==> src/percent_codec_stream_assert.svh <==
// assertion helpers, used where clk and rst_n are in scope
`ifndef PERCENT_CODEC_STREAM_ASSERT_SVH
`define PERCENT_CODEC_STREAM_ASSERT_SVH

// condition holds at every edge out of reset
`define PCS_ASSERT_ALWAYS(name, expr, msg) \
    name: assert property (@(posedge clk) disable iff (!rst_n) (expr)) else $error(msg);

// condition on one edge implies a condition on the next
`define PCS_ASSERT_NEXT(name, pre, post, msg) \
    name: assert property (@(posedge clk) disable iff (!rst_n) (pre) |=> (post)) else $error(msg);

`endif

==> src/pcs_pkg.sv <==
package pcs_pkg;

    // mode register codes, code 3 behaves as plain encode
    localparam logic [1:0] MODE_ENCODE = 2'd0;
    localparam logic [1:0] MODE_PATH   = 2'd1;
    localparam logic [1:0] MODE_DECODE = 2'd2;

    localparam logic [7:0] CH_PERCENT   = 8'h25;
    localparam logic [7:0] CH_BACKSLASH = 8'h5C;
    localparam logic [7:0] CH_SLASH     = 8'h2F;
    localparam logic [7:0] CH_COLON     = 8'h3A;
    localparam logic [7:0] CH_TILDE     = 8'h7E;
    localparam logic [7:0] CH_HYPHEN    = 8'h2D;
    localparam logic [7:0] CH_UNDERLINE = 8'h5F;
    localparam logic [7:0] CH_DOT       = 8'h2E;

    localparam int Q_DEPTH = 4;
    localparam int Q_PTR_W = $clog2(Q_DEPTH);
    localparam int Q_CNT_W = $clog2(Q_DEPTH + 1);

    typedef enum logic [2:0] {
        ESC_NONE  = 3'b001,
        ESC_PCT   = 3'b010,
        ESC_DIGIT = 3'b100
    } esc_t;

    typedef struct packed {
        logic       ok;
        logic [3:0] val;
    } hex_t;

    // one accepted byte's worth of results
    typedef struct packed {
        logic [2:0][7:0] data;
        logic [1:0]      num;
        logic            present;
        logic            last;
    } pcs_group_t;

    typedef struct packed {
        logic       en;
        pcs_group_t group;
    } pcs_push_t;

    typedef struct packed {
        logic       valid;
        pcs_group_t group;
    } pcs_head_t;

    function automatic hex_t hex_val(input logic [7:0] c);
        hex_t h;
        h.ok  = 1'b0;
        h.val = c[3:0];
        if (c >= 8'h30 && c <= 8'h39)
        begin
            h.ok = 1'b1;
        end
        else if ((c >= 8'h41 && c <= 8'h46) || (c >= 8'h61 && c <= 8'h66))
        begin
            h.ok  = 1'b1;
            h.val = c[3:0] + 4'd9;
        end
        return h;
    endfunction

    function automatic logic [7:0] hex_char(input logic [3:0] nib);
        logic [7:0] r;
        if (nib < 4'd10)
        begin
            r = 8'h30 + {4'h0, nib};
        end
        else
        begin
            r = 8'h37 + {4'h0, nib};
        end
        return r;
    endfunction

    function automatic logic is_unreserved(input logic [7:0] c);
        return (c >= 8'h30 && c <= 8'h39) || (c >= 8'h41 && c <= 8'h5A) ||
               (c >= 8'h61 && c <= 8'h7A) || c == CH_HYPHEN || c == CH_UNDERLINE ||
               c == CH_DOT || c == CH_TILDE;
    endfunction

endpackage

==> src/pcs_channels.sv <==
interface pcs_in_if;
    logic       valid;
    logic       ready;
    logic [7:0] in_byte;
    logic       in_last;

    modport source (output valid, output in_byte, output in_last, input ready);
    modport sink   (input valid, input in_byte, input in_last, output ready);
endinterface

interface pcs_out_if;
    logic       valid;
    logic       ready;
    logic [7:0] out_byte;
    logic       byte_present;
    logic       out_last;

    modport source (output valid, output out_byte, output byte_present, output out_last,
                    input ready);
    modport sink   (input valid, input out_byte, input byte_present, input out_last,
                    output ready);
endinterface

interface pcs_cfg_if;
    logic       valid;
    logic       ready;
    logic [1:0] mode;

    modport source (output valid, output mode, input ready);
    modport sink   (input valid, input mode, output ready);
endinterface

==> src/percent_codec_stream.sv <==
// percent_codec_stream: streaming percent encoder / decoder for uri text
//
// in_ch   : one request per string byte (in_byte, in_last on the final byte)
// out_ch  : result bytes (out_byte, byte_present, out_last on the final one);
//           a string whose final byte yields nothing ends with an empty marker
// cfg_ch  : mode writes (0 encode, 1 path normalise and encode, 2 decode),
//           always ready, only to be written while the block is idle
//
// path    : a taken request's group is written into the queue, and the back then
//           loads its first byte into the output register that drives out_ch
// rate    : one byte per cycle in (while the queue is not full) and out (while
//           out_ch.ready holds); an encoded byte gives three result bytes, so the
//           output port (one byte per cycle) sets the pace and the four-group queue backs up into in_ch.ready
// reset   : rst_n clears mode to encode, drops any pending escape and empties
//           the queue and output register
// stalls  : a stalled receiver holds the output register, the queue fills and
//           in_ch.ready falls; nothing is lost or repeated
module percent_codec_stream (
    input  logic       clk,
    input  logic       rst_n,
    pcs_in_if.sink     in_ch,
    pcs_out_if.source  out_ch,
    pcs_cfg_if.sink    cfg_ch
);
    import pcs_pkg::*;

    // front to queue: a group of up to three result bytes per request
    pcs_push_t push;
    // queue to back: oldest group still being emitted
    pcs_head_t head;
    logic      q_full;
    logic      pop;

    // front: mode register, escape state, classification of each byte
    pcs_front u_front (
        .clk    (clk),
        .rst_n  (rst_n),
        .in_ch  (in_ch),
        .cfg_ch (cfg_ch),
        .q_full (q_full),
        .push   (push)
    );

    // short queue so front and back stall independently
    pcs_fifo u_fifo (
        .clk   (clk),
        .rst_n (rst_n),
        .push  (push),
        .pop   (pop),
        .full  (q_full),
        .head  (head)
    );

    // back: serialises each group one byte per cycle, while out_ch is not stalled, into the output register
    pcs_back u_back (
        .clk    (clk),
        .rst_n  (rst_n),
        .head   (head),
        .pop    (pop),
        .out_ch (out_ch)
    );

endmodule

==> src/pcs_front.sv <==
`include "percent_codec_stream_assert.svh"

module pcs_front (
    input  logic              clk,
    input  logic              rst_n,
    pcs_in_if.sink            in_ch,
    pcs_cfg_if.sink           cfg_ch,
    input  logic              q_full,
    output pcs_pkg::pcs_push_t push
);
    import pcs_pkg::*;

    logic [1:0] mode_reg;
    esc_t       esc_reg, esc_next;
    logic [7:0] held_reg, held_next;
    logic       at_start_reg, at_start_next;

    logic [2:0][7:0] res;
    logic [1:0]      n;
    logic [7:0]      c;
    hex_t            hv, hh;
    logic            open_plain;
    logic            accept;

    assign in_ch.ready  = !q_full;
    assign cfg_ch.ready = 1'b1;
    assign accept       = in_ch.valid && in_ch.ready;

    always_comb
    begin
        res           = '0;
        n             = 2'd0;
        esc_next      = esc_reg;
        held_next     = held_reg;
        at_start_next = at_start_reg;
        c             = in_ch.in_byte;
        hv            = hex_val(in_ch.in_byte);
        hh            = hex_val(held_reg);
        open_plain    = 1'b0;

        if (mode_reg == MODE_DECODE)
        begin
            at_start_next = 1'b0;
            unique case (esc_reg)
                ESC_PCT:
                begin
                    if (hv.ok)
                    begin
                        held_next = c;
                        esc_next  = ESC_DIGIT;
                    end
                    else
                    begin
                        esc_next   = ESC_NONE;
                        res[n]     = CH_PERCENT;
                        n          = n + 2'd1;
                        open_plain = 1'b1;
                    end
                end
                ESC_DIGIT:
                begin
                    esc_next = ESC_NONE;
                    if (hv.ok && hh.ok)
                    begin
                        res[n] = {hh.val, hv.val};
                        n      = n + 2'd1;
                    end
                    else
                    begin
                        res[n]     = CH_PERCENT;
                        n          = n + 2'd1;
                        res[n]     = held_reg;
                        n          = n + 2'd1;
                        open_plain = 1'b1;
                    end
                end
                ESC_NONE:
                begin
                    open_plain = 1'b1;
                end
                default:
                begin
                    esc_next   = ESC_NONE;
                    open_plain = 1'b1;
                end
            endcase
            if (open_plain)
            begin
                if (c == CH_PERCENT)
                begin
                    esc_next = ESC_PCT;
                end
                else
                begin
                    res[n] = c;
                    n      = n + 2'd1;
                end
            end
        end
        else
        begin
            esc_next = ESC_NONE;
            if (mode_reg == MODE_PATH && c == CH_BACKSLASH)
            begin
                c = CH_SLASH;
            end
            // leading slashes of a path are dropped
            if (!(mode_reg == MODE_PATH && at_start_reg && c == CH_SLASH))
            begin
                at_start_next = 1'b0;
                if (is_unreserved(c) ||
                    (mode_reg == MODE_PATH && (c == CH_SLASH || c == CH_COLON)))
                begin
                    res[n] = c;
                    n      = n + 2'd1;
                end
                else
                begin
                    res[0] = CH_PERCENT;
                    res[1] = hex_char(c[7:4]);
                    res[2] = hex_char(c[3:0]);
                    n      = 2'd3;
                end
            end
        end

        // end of string flushes a pending escape literally
        if (in_ch.in_last)
        begin
            if (esc_next == ESC_PCT)
            begin
                res[n] = CH_PERCENT;
                n      = n + 2'd1;
            end
            else if (esc_next == ESC_DIGIT)
            begin
                res[n] = CH_PERCENT;
                n      = n + 2'd1;
                res[n] = held_next;
                n      = n + 2'd1;
            end
            esc_next      = ESC_NONE;
            held_next     = 8'h00;
            at_start_next = 1'b1;
        end
    end

    assign push.en            = accept && (n != 2'd0 || in_ch.in_last);
    assign push.group.data    = res;
    assign push.group.num     = (n == 2'd0) ? 2'd1 : n;
    assign push.group.present = (n != 2'd0);
    assign push.group.last    = in_ch.in_last;

    always_ff @(posedge clk or negedge rst_n)
    begin
        if (!rst_n)
        begin
            mode_reg     <= MODE_ENCODE;
            esc_reg      <= ESC_NONE;
            held_reg     <= 8'h00;
            at_start_reg <= 1'b1;
        end
        else
        begin
            if (cfg_ch.valid && cfg_ch.ready)
            begin
                mode_reg <= cfg_ch.mode;
            end
            if (accept)
            begin
                esc_reg      <= esc_next;
                held_reg     <= held_next;
                at_start_reg <= at_start_next;
            end
        end
    end

    `PCS_ASSERT_NEXT(a_end_clears_state, accept && in_ch.in_last, esc_reg == ESC_NONE && at_start_reg && held_reg == 8'h00, "string end left escape state behind")
    `PCS_ASSERT_ALWAYS(a_empty_only_at_end, !push.en || push.group.present || push.group.last, "empty group pushed mid string")

endmodule

==> src/pcs_fifo.sv <==
`include "percent_codec_stream_assert.svh"

module pcs_fifo (
    input  logic               clk,
    input  logic               rst_n,
    input  pcs_pkg::pcs_push_t push,
    input  logic               pop,
    output logic               full,
    output pcs_pkg::pcs_head_t head
);
    import pcs_pkg::*;

    pcs_group_t         mem_reg [Q_DEPTH];
    logic [Q_PTR_W-1:0] wr_ptr_reg, rd_ptr_reg;
    logic [Q_CNT_W-1:0] count_reg, count_next;
    logic               do_pop;

    assign full       = (count_reg == Q_CNT_W'(Q_DEPTH));
    assign head.valid = (count_reg != '0);
    assign head.group = mem_reg[rd_ptr_reg];
    assign do_pop     = pop && head.valid;

    always_comb
    begin
        count_next = count_reg;
        if (push.en && !do_pop)
        begin
            count_next = count_reg + 1'b1;
        end
        else if (!push.en && do_pop)
        begin
            count_next = count_reg - 1'b1;
        end
    end

    always_ff @(posedge clk)
    begin
        if (push.en)
        begin
            mem_reg[wr_ptr_reg] <= push.group;
        end
    end

    always_ff @(posedge clk or negedge rst_n)
    begin
        if (!rst_n)
        begin
            wr_ptr_reg <= '0;
            rd_ptr_reg <= '0;
            count_reg  <= '0;
        end
        else
        begin
            if (push.en)
            begin
                wr_ptr_reg <= wr_ptr_reg + 1'b1;
            end
            if (do_pop)
            begin
                rd_ptr_reg <= rd_ptr_reg + 1'b1;
            end
            count_reg <= count_next;
        end
    end

    `PCS_ASSERT_ALWAYS(a_no_overflow, !(push.en && full), "group pushed into full queue")
    `PCS_ASSERT_ALWAYS(a_count_bound, count_reg <= Q_CNT_W'(Q_DEPTH), "queue count beyond depth")

endmodule

==> src/pcs_back.sv <==
`include "percent_codec_stream_assert.svh"

module pcs_back (
    input  logic               clk,
    input  logic               rst_n,
    input  pcs_pkg::pcs_head_t head,
    output logic               pop,
    pcs_out_if.source          out_ch
);
    import pcs_pkg::*;

    logic [1:0] idx_reg;
    logic       valid_reg;
    logic [7:0] byte_reg;
    logic       present_reg;
    logic       last_reg;
    logic       load;
    logic       final_one;

    assign load      = head.valid && (!valid_reg || out_ch.ready);
    assign final_one = (idx_reg == head.group.num - 2'd1);
    assign pop       = load && final_one;

    assign out_ch.valid        = valid_reg;
    assign out_ch.out_byte     = byte_reg;
    assign out_ch.byte_present = present_reg;
    assign out_ch.out_last     = last_reg;

    always_ff @(posedge clk)
    begin
        if (load)
        begin
            byte_reg    <= head.group.data[idx_reg];
            present_reg <= head.group.present;
            last_reg    <= head.group.last && final_one;
        end
    end

    always_ff @(posedge clk or negedge rst_n)
    begin
        if (!rst_n)
        begin
            valid_reg <= 1'b0;
            idx_reg   <= 2'd0;
        end
        else
        begin
            if (load)
            begin
                valid_reg <= 1'b1;
                idx_reg   <= final_one ? 2'd0 : idx_reg + 2'd1;
            end
            else if (out_ch.ready)
            begin
                valid_reg <= 1'b0;
            end
        end
    end

    `PCS_ASSERT_ALWAYS(a_idx_in_group, !head.valid || idx_reg < head.group.num, "byte index past group size")
    `PCS_ASSERT_ALWAYS(a_idx_idle_zero, head.valid || idx_reg == 2'd0, "byte index left over with queue empty")

endmodule
==> src/flat_wrapper.sv <==
// flat-port wrapper written by rule: the top's interface ports become plain ports
module percent_codec_stream_flat import pcs_pkg::*;
  (clk, rst_n, in_ch_valid, in_ch_in_byte, in_ch_in_last, in_ch_ready, out_ch_valid, out_ch_out_byte, out_ch_byte_present, out_ch_out_last, out_ch_ready, cfg_ch_valid, cfg_ch_mode, cfg_ch_ready);
  pcs_in_if in_ch_i ();
  pcs_out_if out_ch_i ();
  pcs_cfg_if cfg_ch_i ();
  input  logic clk;
  input  logic rst_n;
  input wire logic [$bits(in_ch_i.valid)-1:0] in_ch_valid;
  input wire logic [$bits(in_ch_i.in_byte)-1:0] in_ch_in_byte;
  input wire logic [$bits(in_ch_i.in_last)-1:0] in_ch_in_last;
  output wire logic [$bits(in_ch_i.ready)-1:0] in_ch_ready;
  output wire logic [$bits(out_ch_i.valid)-1:0] out_ch_valid;
  output wire logic [$bits(out_ch_i.out_byte)-1:0] out_ch_out_byte;
  output wire logic [$bits(out_ch_i.byte_present)-1:0] out_ch_byte_present;
  output wire logic [$bits(out_ch_i.out_last)-1:0] out_ch_out_last;
  input wire logic [$bits(out_ch_i.ready)-1:0] out_ch_ready;
  input wire logic [$bits(cfg_ch_i.valid)-1:0] cfg_ch_valid;
  input wire logic [$bits(cfg_ch_i.mode)-1:0] cfg_ch_mode;
  output wire logic [$bits(cfg_ch_i.ready)-1:0] cfg_ch_ready;
  assign in_ch_i.valid = in_ch_valid;
  assign in_ch_i.in_byte = in_ch_in_byte;
  assign in_ch_i.in_last = in_ch_in_last;
  assign in_ch_ready = in_ch_i.ready;
  assign out_ch_valid = out_ch_i.valid;
  assign out_ch_out_byte = out_ch_i.out_byte;
  assign out_ch_byte_present = out_ch_i.byte_present;
  assign out_ch_out_last = out_ch_i.out_last;
  assign out_ch_i.ready = out_ch_ready;
  assign cfg_ch_i.valid = cfg_ch_valid;
  assign cfg_ch_i.mode = cfg_ch_mode;
  assign cfg_ch_ready = cfg_ch_i.ready;
  percent_codec_stream u_core (.clk(clk), .rst_n(rst_n), .in_ch(in_ch_i), .out_ch(out_ch_i), .cfg_ch(cfg_ch_i));
endmodule
==> config.mk <==
export PLATFORM = sky130hd
export DESIGN_NAME = percent_codec_stream_flat
export DESIGN_NICKNAME = d
export VERILOG_FILES = /design/src/pcs_pkg.sv /design/src/pcs_channels.sv /design/src/percent_codec_stream.sv /design/src/pcs_front.sv /design/src/pcs_fifo.sv /design/src/pcs_back.sv /design/src/flat_wrapper.sv
export VERILOG_INCLUDE_DIRS = /design/src /design/src/src
export SDC_FILE = /design/constraint.sdc
export NUM_CORES = 1
export LEC_CHECK = 0
export ABC_CLOCK_PERIOD_IN_PS = 7400
export BUFFER_PORTS_ARGS = -buffer_cell sky130_fd_sc_hd__buf_2
export CAP_MARGIN = 20
export CORE_ASPECT_RATIO = 1.5
export CORE_MARGIN = 10
export CORE_UTILIZATION = 35
export CTS_BUF_LIST = sky130_fd_sc_hd__clkbuf_4 sky130_fd_sc_hd__clkbuf_8 sky130_fd_sc_hd__clkbuf_16
export DETAILED_ROUTE_END_ITERATION = 7
export HOLD_SLACK_MARGIN = 0.08
export PLACE_DENSITY = 0.49
export RECOVER_POWER = 100
export SYNTH_ARGS = -nofsm -noshare
export SYNTH_HDL_FRONTEND = slang
export SYNTH_SLANG_ARGS = --single-unit
==> constraint.sdc <==
create_clock -name clk -period 7.4 [get_ports clk]
set_input_delay 1.11 -clock clk [delete_from_list [all_inputs] [get_ports clk]]
set_output_delay 1.11 -clock clk [all_outputs]
set_load 0.02 [all_outputs]
==> results.md, run 1 <==
| Group | Metric | This run |
| --- | --- | --- |
| global route | Largest net degree at the start of global routing | 31 |
| final layout | Share of post-route cells with drive strength above 1 | 18.09% |
| yosys | Number of cells produced by synthesis | 586 |
| route | Average via count per standard cell | 5.663 |
| route | Met1 Wirelength | 7.751 mm |
| floorplan | Count of boundary I/O pins | 29 |
| yosys | Cell Area, Synth | 7771 µm² |
| power | Fraction of power consumed by sequential logic | 41.8% |
| power | Worst VDD drop | 161.4 µV |
| clock network | Clock tree from TritonCTS | yes |
| yosys | Number of flip-flops and latches in the synthesized netlist | 146 |
| yosys | Mean instance size in the synthesized netlist | 13.26 µm² |
| clock network | Maximum clock path buffer count | 2 |
| critical path | Setup Crit Path Kind | primary input to flop |
| timing | Headroom to the max-slew limit | -68.42% |
| yosys | Dominant synthesized flop cell | edfxtp_1 |
| floorplan | Horizontal die dimension | 141.7 µm |
| place | Detailed placer's ending HPWL | 14.03 mm |
| critical path | Stage delay of the slowest cell on the critical path | 0.65 ns |
| clock network | Clk sinks | 146 |
| final layout | Ant. Diodes | 0 |
| timing | Final period utilization | 82.89% |
| yosys | Count of flip-flops with a built-in enable after synthesis | 122 |
| floorplan | Die area | 28,690 µm² |
| clock network | Post-CTS setup-driven buffer insertion count | 0 |
| run status | Failing checks | capacitance limit, slew limit |
| critical path | Critical path fanouts, max | 15 |
| route | Iteration count of the initial detailed-routing pass | 5 |
| route | Via count | 5,046 |
| timing | Top achievable clock speed | 163.0 MHz |
| power | Clock network power share | 30.6% |
| global route | Global route total overflow | 0 |
| yosys | Yosys warnings | 0 |
| timing | Slew Viols, Final | 118 |
| place | IO Port Bufs | 27 |
| clock network | H-Tree Level Count | 4 |
| floorplan | Count of standard-cell rows | 66 |
| critical path | Critical path's slowest cell | o21ai_0 |
| power | Leakage Power | 0.003080 µW |
| worst hold path | Path class of the lowest-slack min-delay path | flop to flop |
| timing | Final Skew | 0.01302 ns |
| yosys | Post-synthesis cell type count | 94 |
| yosys | Net count after synthesis | 632 |
| route | Count of routing violations after the opening detailed-route iteration | 442 |
| global route | Wire length of the first global-routing pass | 31.20 mm |
| final layout | Area growth from synthesis to final layout | 11.08% |
| timing | Final Setup Violations | 0 |
| final layout | Final cell utilization of the core | 39.59% |
| floorplan | Core region area | 21,800 µm² |
| route | Met3 wire length | 731 µm |
| clock network | Post-cts resize count | 0 |
| power | Switching power share of the total | 30.39% |
| final layout | Commonest cells after routing, fill and taps aside | edfxtp_1, inv_1, nand2_1, nor2_1, ha_1 |
| route | Routed length per instance | 22.11 µm |
| timing | Pin slew with the least headroom to its limit | 2.526 ns |
| critical path | Required time of the critical path | 7.58 ns |
| timing | Total negative setup slack | 0 ns |
| power | Combinational group share of total power | 27.6% |
| run status | Status | finished, violations left |
| timing | Minimum clock period | 6.134 ns |
| clock network | Clock root buffer | clkbuf_16 |
| place | Final weighted congestion of routability-driven global placement | 0.9079 |
| critical path | Worst path cell trace | clkbuf_1 > inv_1 > ha_1 > nor3b_1 > a21oi_1 > a22o_1 > a21boi_1 > o21ai_0 > ha_1 > a21oi_1 > nor2_1 > a21oi_1 > ha_1 > a31oi_1 > a211oi_2 > a2111oi_0 > o22ai_1 |
| critical path | Sort of element at the start of the critical path | primary input |
| clock network | Clock latency on the worst-skew pair | 0.42 ns |
| critical path | Kind of end point of the critical path | flop |
| route | Top layer in use | met4 |
| critical path | CP arrival | 6.32 ns |
| final layout | Final net count | 652 |
| global route | Vias in the first global route | 5,346 |
| final layout | Leading cell type in the layout, fill and taps excluded | edfxtp_1 |
| final layout | Number of flip-flops in the largest register | 112 |
| critical path | Number of buffer and inverter instances along the worst setup path | 2 |
| route | Antenna-violating nets left | 0 |
| global route | Antenna violations before repair | 0 |
| run | Max-cap violations | 4 |
| clock network | CTS buffer count | 17 |
| route | Total detailed-routing wirelength | 19.70 mm |
| timing | Final hold violation count | 0 |
| floorplan | Chip Height | 202.5 µm |
| global route | Total global-route track usage | 14.15% |
| yosys | Sequential element share of the synthesized area | 54.90% |
| power | Internal power summed over all cells | 2013 µW |
| route | Routed met2 length | 10.40 mm |
| yosys | Async S/R FF share, synth | 16.44% |
| clock network | Post-cts hold buffer count | 0 |
| power | Pwr dens | 335.0 nW/µm² |
| floorplan | Initial Utilization | 35.65% |
| power | Switching pwr | 878.9 µW |
| clock network | Post-CTS clock slew at the launch and capture registers of the worst setup and hold paths | 0.06 ns |
| critical path | Cell class contributing the biggest share of worst-path delay | compound AO/OA/AOI/OAI gates |
| timing | Setup repair after global routing missed its margin | no |
| route | Drt drc | 0 |
[final timing paths]
path | to | slack, ns | startpoint | cells after the start
worst max-delay path | u_core.u_fifo.mem_reg[2][12] | 1.27 | in_ch_in_byte[4] | 17
worst min-delay path | u_core.u_fifo.count_reg[2] | 0.49 | u_core.u_fifo.count_reg[2] | 1
worst max register to register | u_core.u_fifo.mem_reg[2][12] | 2.54 | u_core.u_front.held_reg[0] | 15
worst min register to register | u_core.u_fifo.count_reg[2] | 0.49 | u_core.u_fifo.count_reg[2] | 1
max in group asynchronous | u_core.u_fifo.rd_ptr_reg[0] | 5.43 | rst_n | 1
min in group asynchronous | u_core.u_front.held_reg[2] | 1.02 | rst_n | 1
[power groups by stage]
stage | clock network, µW | logic [µW] | registers (µW)
after detailed placement | 0 | 835 | 1220
after CTS | 906 | 838 | 1210
after floorplan | 0 | 584 | 1220
after global routing | 937 | 892 | 1230
final | 885 | 800 | 1210
after global placement | 0 | 828 | 1210
[metal layers]
layer / track usage, % / up-vias
met1: 15.78 / 2543
met2: 24.73 / 152
met4: 7.540 / 0
met3: 2.710 / 42
li1: - / 2309
met5: 0 / -
[worst reg2reg max path: cells and delay by family, from the launching register on]
kind | cells | cell delay [ns]
compound gates | 10 | 3.03
fa+ha+maj | 3 | 0.85
flops | 1 | 0.50
buf+inv | 1 | 0.14
simple gates | 1 | 0.09
[through the flow]
step | setup slack, ns | total power (µW) | instances | cell area (µm²) | hold slack [ns]
global placement | 1.685 | 2039 | 859 | 8100 | 0.4772
detailed placement | 1.632 | 2059 | 859 | 8100 | 0.4876
global route | 0.8876 | 3054 | 891 | 8632 | 0.5162
floorplan | 2.728 | 1807 | 586 | 7771 | 0.4636
CTS | 2.073 | 2951 | 891 | 8717 | 0.4956
finish | 1.266 | 2892 | 891 | 8632 | 0.4935
[Yosys cell counts, types with 4 or more instances]
cell      instances  share of area, %
inv_1            36               1.7
a21o_1            4              0.39
edfxtp_1        122                47
a22oi_1          10              0.97
a22o_1           14               1.6
nor2_1           34               1.6
nand2_1          36               1.7
and2_2            6              0.58
xnor2_1           8              0.90
clkbuf_1         10              0.48
a21oi_1          23               1.5
nor3_1            6              0.39
buf_4             4              0.39
a31oi_1           4              0.32
o21ai_0          19               1.2
xor2_1            4              0.45
a211oi_1          4              0.39
mux2i_1          10               1.3
mux4_2           28               8.1
and2_1            6              0.48
o22ai_1          13               1.0
dfrtp_1          22               7.1
buf_2             8              0.52
buf_6             4              0.58
nand3_1          14              0.90
nor2b_1           4              0.32
nand2b_1          6              0.48
ha_1             29               4.7
[logic make-up after synthesis]
family / after synthesis / share of synthesized area (%)
simple gates: 148 / 10.74
xor+xnor: 12 / 1.352
other cells: 1 / 0.04826
mux: 43 / 10.22
fa+ha+maj: 30 / 4.927
compound gates: 139 / 13.73
buf+inv: 67 / 4.073
flops: 146 / 54.90
[final cells by class]
class	count	area, µm²
Clock buffer	20	460.4
Clock inverter	12	156.4
Fill cell	2135	13170
Inverter	37	138.9
Multi-Input combinational cell	373	3132
Sequential cell	146	4268
Tap cell	272	340.3
Timing Repair Buffer	31	136.4
(Power assumes the default switching activity.)
==> inputs of run 2 (changes only) <==
--- a/config.mk
+++ b/config.mk
@@ -6,7 +6,8 @@
 export SDC_FILE = /design/constraint.sdc
 export NUM_CORES = 1
 export LEC_CHECK = 0
-export ABC_CLOCK_PERIOD_IN_PS = 7400
+export ABC_AREA = 1
+export ABC_CLOCK_PERIOD_IN_PS = 5500
 export BUFFER_PORTS_ARGS = -buffer_cell sky130_fd_sc_hd__buf_2
 export CAP_MARGIN = 20
 export CORE_ASPECT_RATIO = 1.5
@@ -15,7 +16,7 @@
 export CTS_BUF_LIST = sky130_fd_sc_hd__clkbuf_4 sky130_fd_sc_hd__clkbuf_8 sky130_fd_sc_hd__clkbuf_16
 export DETAILED_ROUTE_END_ITERATION = 7
 export HOLD_SLACK_MARGIN = 0.08
-export PLACE_DENSITY = 0.49
+export PLACE_DENSITY = 0.51
 export RECOVER_POWER = 100
 export SYNTH_ARGS = -nofsm -noshare
 export SYNTH_HDL_FRONTEND = slang
==> constraint.sdc (replaced) <==
create_clock -name clk -period 5.5 [get_ports clk]
set_input_delay 0.825 -clock clk [delete_from_list [all_inputs] [get_ports clk]]
set_output_delay 0.825 -clock clk [all_outputs]
set_load 0.02 [all_outputs]
==> run 2 against run 1 <==
The run still ends with capacitance limit, slew limit left. Wire length increased by 16%. Global-route usage is 1.6 points higher. Via count grew 23%. Non-clock buffer count rose by 6. Sequential cell count unchanged. Clock-buffer cell count decreased by 3. Core utilization up 0.34 points. First-iteration DRC count fell by 7.2%. Area after synthesis up 3.3%. Clock power is 37% higher. Total power is 41% higher.
==> results.md, run 2 <==
| Group | Metric | This run | vs previous |
| --- | --- | --- | --- |
| final layout | Ant. Diodes | 0 | unchanged |
| clock network | Clock latency on the worst-skew pair | 0.42 ns | about the same |
| final layout | Final Instance Area | 8971 µm² | +3.9% |
| critical path | Kind of end point of the critical path | flop |  |
| yosys | Mean instance size in the synthesized netlist | 9.305 µm² | -30% |
| power | Switching power share of the total | 35.39% | +5.0 points |
| timing | Total negative setup slack | 0 ns | unchanged |
| route | Count of routing violations after the opening detailed-route iteration | 410 | -7.2% |
| final layout | Commonest cells after routing, fill and taps aside | nand2_1, edfxtp_1, nor2_1, o21ai_0, inv_1 |  |
| route | Average via count per standard cell | 5.277 | -6.8% |
| yosys | Number of cells produced by synthesis | 863 | +47% |
| yosys | Cell types with the largest area share after synthesis | edfxtp_1, nand2_1, dfrtp_1 |  |
| yosys | Post-synthesis cell type count | 49 | -48% |
| global route | Vias in the first global route | 6,331 | +18% |
| timing | Setup repair after global routing missed its margin | no |  |
| yosys | Dominant synthesized flop cell | edfxtp_1 |  |
| final layout | Number of flip-flops in the largest register | 112 | unchanged |
| place | Final weighted congestion of routability-driven global placement | 0.9593 | +5.7% |
| route | Iteration count of the initial detailed-routing pass | 5 | unchanged |
| timing | Top achievable clock speed | 215.6 MHz |  |
| floorplan | Die area | 29,530 µm² | +2.9% |
| final layout | Area growth from synthesis to final layout | 11.72% |  |
| power | Pwr dens | 453.0 nW/µm² | +35% |
| yosys | Async S/R FF share, synth | 16.44% | unchanged |
| route | Routed length per instance | 19.35 µm | -12% |
| yosys | Top cell types by occurrence after synthesis | nand2_1, edfxtp_1, nor2_1 |  |
| yosys | Top cell type by total area after synthesis | edfxtp_1 |  |
| clock network | Post-CTS setup-driven buffer insertion count | 0 | unchanged |
| power | Clock network power share | 29.7% | -0.9 points |
| yosys | Sequential element share of the synthesized area | 53.13% | -1.8 points |
| timing | Final Setup Violations | 0 | unchanged |
| yosys | Cell Area, Synth | 8030 µm² | +3.3% |
| yosys | Count of flip-flops with a built-in enable after synthesis | 122 | unchanged |
| run status | Failing checks | capacitance limit, slew limit |  |
| final layout | Combined flip-flop and latch cell area | 4267 µm² | about the same |
| run status | Status | finished, violations left |  |
| power | Fraction of power consumed by sequential logic | 39.9% | -1.9 points |
| clock network | Maximum clock path buffer count | 2 | unchanged |
| power | Combinational group share of total power | 30.5% | +2.9 points |
| critical path | CP arrival | 4.68 ns | -1.64 ns |
| final layout | Final net count | 934 | +43% |
| critical path | Critical path fanouts, max | 28 | +13 |
| floorplan | Horizontal die dimension | 143.7 µm | +1.4% |
| timing | Headroom to the max-slew limit | -0.9780% | +67 points |
| place | Detailed placer's ending HPWL | 16.07 mm | +15% |
| critical path | Worst path cell trace | buf_2 > inv_1 > ha_1 > nor2_1 > o21ai_0 > nand3_1 > nand3_1 > nor2_1 > inv_1 > nand2_1 > inv_1 > ha_1 > o21ai_0 > nor2_1 > nand2_1 > nand2_1 > inv_1 > nand3_4 > nand2_1 > nor2_2 > clkbuf_2 |  |
| final layout | Number of fill cells in the layout | 2,297 | +7.6% |
| timing | Final period utilization | 84.34% |  |
| place | IO Port Bufs | 27 | unchanged |
| floorplan | Core region area | 22,470 µm² | +3.1% |
| power | Internal power summed over all cells | 2626 µW | +30% |
| critical path | Critical path's slowest cell | clkbuf_2 |  |
| critical path | Required time of the critical path | 5.54 ns | -2.04 ns |
| yosys | Net count after synthesis | 909 | +44% |
| yosys | Yosys warnings | 0 | unchanged |
| route | Via count | 6,211 | +23% |
| power | Leakage Power | 0.003562 µW | +16% |
| critical path | Sort of element at the start of the critical path | primary input |  |
| global route | Total global-route track usage | 15.79% | +1.6 points |
| global route | Global route total overflow | 0 | unchanged |
| global route | Largest net degree at the start of global routing | 35 | +13% |
| final layout | Share of post-route cells with drive strength above 1 | 9.878% | -8.2 points |
| clock network | H-Tree Level Count | 4 | unchanged |
| timing | Minimum clock period | 4.639 ns |  |
| critical path | Stage delay of the slowest cell on the critical path | 0.71 ns | +0.06 ns |
| power | Worst VDD drop | 209.4 µV | +30% |
| timing | Final Skew | 0.007461 ns | -0.005561 ns |
| worst hold path | Path class of the lowest-slack min-delay path | flop to flop |  |
| clock network | CTS buffer count | 17 | unchanged |
| final layout | Leading cell type in the layout, fill and taps excluded | nand2_1 |  |
| power | Switching pwr | 1438 µW | +64% |
| floorplan | Chip Height | 205.5 µm | +1.5% |
| run | Max-cap violations | 1 | -3 |
| yosys | Number of flip-flops and latches in the synthesized netlist | 146 | unchanged |
| clock network | Clk sinks | 146 | unchanged |
| route | Drt drc | 0 | unchanged |
| global route | Antenna violations before repair | 0 | unchanged |
| route | Total detailed-routing wirelength | 22.78 mm | +16% |
| clock network | Post-cts hold buffer count | 0 | unchanged |
| critical path | Setup Crit Path Kind | primary input to flop |  |
| global route | Wire length of the first global-routing pass | 35.34 mm | +13% |
| timing | Final hold violation count | 0 | unchanged |
| floorplan | Initial Utilization | 35.74% | +0.097 points |
| final layout | Multi-input logic area | 3179 µm² | +1.5% |
| clock network | Clock root buffer | clkbuf_16 |  |
| clock network | Post-cts resize count | 0 | unchanged |
| clock network | Clock tree from TritonCTS | yes |  |
| floorplan | Count of standard-cell rows | 67 | +1.5% |
| place | Instance area at placement | 8466 µm² | +4.5% |
| yosys | Share of the synthesized area in the top cell type | 45.62% | -1.5 points |
| yosys | Dominant cell by count in the synthesized netlist | nand2_1 |  |
| route | Antenna-violating nets left | 0 | unchanged |
| timing | Slew Viols, Final | 35 | -70% |
| timing | Pin slew with the least headroom to its limit | 1.515 ns | -1.012 ns |
| power | Power Total | 4064 µW | +41% |
| floorplan | Count of boundary I/O pins | 29 | unchanged |
| clock network | Post-CTS clock slew at the launch and capture registers of the worst setup and hold paths | 0.06 ns | about the same |
## run 2: cell count changes after synthesis, moves of 14 or more
cell,change
nor2_1,+71
inv_1,+58
nand3_1,+32
nand2_1,+113
o21ai_0,+73
clkbuf_1,+15
a22o_1,-14
mux4_2,-28
## run 2: power groups by stage
stage / sequential (µW) / clock, µW / combinational (µW)
2_1_floorplan: 1640 / 0 / 840
3_3_place_gp: 1640 / 0 / 1280
3_5_place_dp: 1640 / 0 / 1290
4_1_cts: 1620 / 1230 / 1290
5_1_grt: 1650 / 1270 / 1390
6_report: 1620 / 1210 / 1240
## run 2: cells by family (layout without fill, tap and decap cells)
kind of cell,count (synthesis),in the layout,share of synthesized area (%)
and+or+nand+nor,365,365,21.36
AOI/OAI and AO/OA,173,173,12.76
DFF,146,146,53.13
buffers and inverters,135,173,6.482
adders and majority gates,30,30,4.768
xor gates and xnor gates,12,12,1.309
other,1,1,0.04670
muxes,1,1,0.1402
## run 2: final timing paths
path	startpoint	end	slack (ns)	cells after the start
max	in_ch_in_byte[0]	u_core.u_fifo.mem_reg[2][5]	0.86	21
min	u_core.u_front.esc_reg[0]	u_core.u_front.esc_reg[0]	0.51	2
max reg2reg	u_core.u_front.held_reg[1]	u_core.u_fifo.mem_reg[2][5]	1.36	19
min reg2reg	u_core.u_front.esc_reg[0]	u_core.u_front.esc_reg[0]	0.51	2
max in group asynchronous	rst_n	u_core.u_front.held_reg[2]	3.94	1
min in group asynchronous	rst_n	u_core.u_front.mode_reg[1]	0.73	1
## run 2: layout make-up
class,count,area share (%)
Clock buffer,17,4.742
Multi-Input combinational cell,582,35.44
Sequential cell,146,47.56
Timing Repair Buffer,37,1.939
Inverter,104,4.351
Clock inverter,15,2.120
Tap cell,276,3.849
## run 2: stage by stage
stage,setup slack (ns),utilization [%],cells,hold slack (ns)
finish,0.8611,39.93,1177,0.5110
detailed placement,0.7906,37.68,1145,0.5030
global placement,0.8615,37.68,1145,0.5000
CTS,1.223,40.42,1177,0.4202
global route,0.4037,39.93,1177,0.5590
floorplan,0.8649,-,863,0.4886
## run 2: per-layer routing
metal | vias up | wire length (µm) | part of all wire [%] | global-route usage [%]
li1 | 3012 | - | - | -
met1 | 3006 | 9324 | 41 | 17.79
met2 | 145 | 11910 | 52 | 28.06
met3 | 48 | 711 | 3.1 | 2.838
met4 | 0 | 828 | 3.6 | 7.462
met5 | - | 0 | 0 | 0
## run 2: critical path, delay by kind of cell
kind	cells	cell delay, ns
AND/OR/NAND/NOR	11	1.62
buffers and inverters	6	1.50
adder cells (fa/ha/maj)	2	0.55
AO/OA/AOI/OAI	2	0.15
==> inputs of run 3 (changes only) <==
--- a/config.mk
+++ b/config.mk
@@ -7,7 +7,7 @@
 export NUM_CORES = 1
 export LEC_CHECK = 0
 export ABC_AREA = 1
-export ABC_CLOCK_PERIOD_IN_PS = 5500
+export ABC_CLOCK_PERIOD_IN_PS = 3850
 export BUFFER_PORTS_ARGS = -buffer_cell sky130_fd_sc_hd__buf_2
 export CAP_MARGIN = 20
 export CORE_ASPECT_RATIO = 1.5
==> constraint.sdc (replaced) <==
create_clock -name clk -period 3.85 [get_ports clk]
set_input_delay 0.5775 -clock clk [delete_from_list [all_inputs] [get_ports clk]]
set_output_delay 0.5775 -clock clk [all_outputs]
set_load 0.02 [all_outputs]
==> run 3 against run 2 <==
The run still ends with capacitance limit, slew limit left. Total power rose by 48%. Die area unchanged. Sequential cell count is the same. Sequential power grew 41%. Wire length is 2.5% higher. Clock power rose by 55%. Final cell count grew 5.2%.
==> results.md, run 3 (synthesis results as in run 2) <==
| Group | Metric | This run | vs previous |
| --- | --- | --- | --- |
| timing | Headroom to the max-slew limit | -13.38% | -12 points |
| critical path | Kind of end point of the critical path | flop |  |
| clock network | Clock tree from TritonCTS | yes |  |
| final layout | Final net count | 995 | +6.5% |
| clock network | Maximum clock path buffer count | 2 | unchanged |
| place | Detailed placer's ending HPWL | 16.70 mm | +4.0% |
| critical path | Required time of the critical path | 4.06 ns | -1.48 ns |
| final layout | Number of fill cells in the layout | 2,255 | -1.8% |
| floorplan | Count of standard-cell rows | 67 | unchanged |
| timing | Final Skew | 0.01240 ns | +0.004940 ns |
| floorplan | Die area | 29,530 µm² | unchanged |
| timing | Setup repair after global routing missed its margin | no |  |
| clock network | Clock latency on the worst-skew pair | 0.43 ns | about the same |
| power | Fraction of power consumed by sequential logic | 38.0% | -1.9 points |
| power | Worst VDD drop | 324.8 µV | +55% |
| global route | M1 GR Usage | 18.00% | +0.21 points |
| final layout | Final Instance Area | 9495 µm² | +5.8% |
| clock network | Post-CTS clock slew at the launch and capture registers of the worst setup and hold paths | 0.07 ns | about the same |
| power | Switching pwr | 2067 µW | +44% |
| place | Instance area at placement | 8959 µm² | +5.8% |
| critical path | Critical path fanouts, max | 6 | -79% |
| critical path | Worst R2R Setup Slack | 0.27 ns | -1.09 ns |
| final layout | Number of flip-flops in the largest register | 112 | unchanged |
| power | Pwr dens | 631.9 nW/µm² | +39% |
| global route | Global route total overflow | 0 | unchanged |
| run | Max-cap violations | 1 | unchanged |
| floorplan | Count of boundary I/O pins | 29 | unchanged |
| global route | Wire length of the first global-routing pass | 36.28 mm | +2.7% |
| floorplan | Core region area | 22,470 µm² | unchanged |
| route | Average via count per standard cell | 5.219 | -1.1% |
| clock network | H-Tree Level Count | 4 | unchanged |
| critical path | Setup Crit Path Kind | flop to flop |  |
| route | Drt drc | 0 | unchanged |
| worst hold path | Path class of the lowest-slack min-delay path | primary input to flop |  |
| final layout | Multi-input logic area | 3207 µm² | +0.87% |
| route | Count of routing violations after the opening detailed-route iteration | 439 | +7.1% |
| power | Leakage Power | 0.003853 µW | +8.2% |
| final layout | Ant. Diodes | 0 | unchanged |
| floorplan | Initial Utilization | 35.74% | unchanged |
| critical path | Sort of element at the start of the critical path | flop |  |
| timing | Final hold violation count | 0 | unchanged |
| timing | Final Setup Violations | 0 | unchanged |
| run status | Failing checks | capacitance limit, slew limit |  |
| final layout | Commonest cells after routing, fill and taps aside | nand2_1, edfxtp_1, nor2_1, o21ai_0, inv_1 |  |
| power | Power Total | 6000 µW | +48% |
| clock network | Clk sinks | 146 | unchanged |
| final layout | Combined flip-flop and latch cell area | 4268 µm² | about the same |
| global route | Top Usage Layer GRT | met2 |  |
| power | Clock network power share | 31.2% | +1.5 points |
| critical path | Worst path cell trace | inv_2 > ha_1 > inv_1 > nor2_1 > nand3_1 > nand2_2 > nand2_1 > a21oi_4 > inv_2 > ha_1 > o21ai_0 > nor2_1 > nand2_1 > nand2_2 > inv_2 > ha_1 > nand3_1 > clkbuf_4 > o21bai_1 |  |
| global route | Antenna violations before repair | 0 | unchanged |
| floorplan | Horizontal die dimension | 143.7 µm | unchanged |
| power | Combinational group share of total power | 30.8% | +0.3 points |
| final layout | Area growth from synthesis to final layout | 18.25% |  |
| power | Switching power share of the total | 34.46% | -0.93 points |
| global route | GR Util met2 | 28.87% | +0.81 points |
| place | Final weighted congestion of routability-driven global placement | 0.9374 | -2.3% |
| floorplan | Chip Height | 205.5 µm | unchanged |
| place | IO Port Bufs | 27 | unchanged |
| timing | Total negative setup slack | 0 ns | unchanged |
| timing | Pin slew with the least headroom to its limit | 1.701 ns | +0.1861 ns |
| critical path | Stage delay of the slowest cell on the critical path | 0.43 ns | -0.28 ns |
| route | Antenna-violating nets left | 0 | unchanged |
| route | Total detailed-routing wirelength | 23.35 mm | +2.5% |
| timing | Top achievable clock speed | 279.1 MHz |  |
| timing | Worst Setup Slack, final | 0.2668 ns | -0.5943 ns |
| final layout | Share of post-route cells with drive strength above 1 | 15.59% | +5.7 points |
| global route | Met3 capacity usage during global routing | 3.323% | +0.48 points |
| route | Routed length per instance | 18.86 µm | -2.5% |
| final layout | Leading cell type in the layout, fill and taps excluded | nand2_1 |  |
| route | Iteration count of the initial detailed-routing pass | 5 | unchanged |
| global route | Largest net degree at the start of global routing | 57 | +63% |
| timing | Final period utilization | 93.07% |  |
| critical path | Critical path's slowest cell | dfrtp_1 |  |
| clock network | CTS buffer count | 17 | unchanged |
| clock network | Clock root buffer | clkbuf_16 |  |
| critical path | CP arrival | 3.79 ns | -0.89 ns |
| global route | Vias in the first global route | 6,582 | +4.0% |
| timing | Minimum clock period | 3.583 ns |  |
| route | Via count | 6,461 | +4.0% |
| power | Internal power summed over all cells | 3933 µW | +50% |
| timing | Slew Viols, Final | 39 | +11% |
| place | Worst slack at placement | -0.01873 ns | -0.8094 ns |
| global route | Total global-route track usage | 16.20% | +0.41 points |
| run status | Status | finished, violations left |  |
==> run 3: cell types whose count changed in the layout (fill, tap and decap cells not counted), moves of 2 or more <==
cell        delta
clkinv_4       -3
clkinvlp_4     +2
clkinv_2       -2
bufinv_16      +2
nand2_1        -4
nand2_2        +3
inv_2          +2
clkbuf_1       +8
buf_4         +49
clkbuf_2       -3
clkbuf_4       +6
clkinv_1       -2
==> run 3: worst max-delay path, delay by kind of cell (launching register included) <==
family	cells	cell delay (ns)
simple gates	8	1.01
fa+ha+maj	3	0.69
compound gates	3	0.66
buf+inv	5	0.55
flops	1	0.43
==> run 3: what timing repair did <==
item,in CTS,in global routing
resized for setup,0,3
setup buffers,0,2
hold endpoints to repair,0,0
setup endpoints to repair,0,46
hold buffers,0,0
==> run 3: power by group through the flow <==
stage / clock [µW] / sequential, µW / combinational, µW
after floorplan: 0 / 2340 / 1210
after detailed placement: 0 / 2310 / 1960
after global placement: 0 / 2300 / 1950
after CTS: 1890 / 2270 / 1960
final: 1870 / 2280 / 1850
after global routing: 1960 / 2310 / 2090
==> run 3: cell type report <==
class	instances	area share [%]
Clock buffer	18	4.559
Clock inverter	14	2.464
Inverter	104	4.111
Multi-Input combinational cell	582	33.77
Sequential cell	146	44.95
Tap cell	276	3.637
Timing Repair Buffer	98	6.509
==> run 3: metrics by stage <==
stage / hold WS [ns] / utilization, % / instances
global route: 0.3681 / 42.26 / 1238
CTS: 0.1746 / 42.84 / 1236
floorplan: 0.2819 / - / 863
global placement: 0.5032 / 39.88 / 1204
finish: 0.3491 / 42.26 / 1238
detailed placement: 0.5024 / 39.88 / 1204
==> run 3: per-layer routing <==
| layer | part of all wire, % | up-vias |
|---|---|---|
| met5 | 0 | - |
| met4 | 3.7 | 0 |
| met3 | 4.3 | 53 |
| met2 | 52 | 169 |
| met1 | 40 | 3106 |
| li1 | - | 3133 |
==> run 3: path summary, 6_finish.rpt <==
path	from	endpoint	cells after the start
max in group asynchronous	rst_n	u_core.u_front.held_reg[0]	1
hold / removal	out_ch_ready	u_core.u_back.out_ch.valid	2
setup / recovery	u_core.u_front.held_reg[1]	u_core.u_fifo.mem_reg[1][21]	19
setup reg to reg	u_core.u_front.held_reg[1]	u_core.u_fifo.mem_reg[1][21]	19
min in group asynchronous	rst_n	u_core.u_fifo.count_reg[0]	1
hold reg to reg	u_core.u_front.esc_reg[0]	u_core.u_front.esc_reg[0]	2
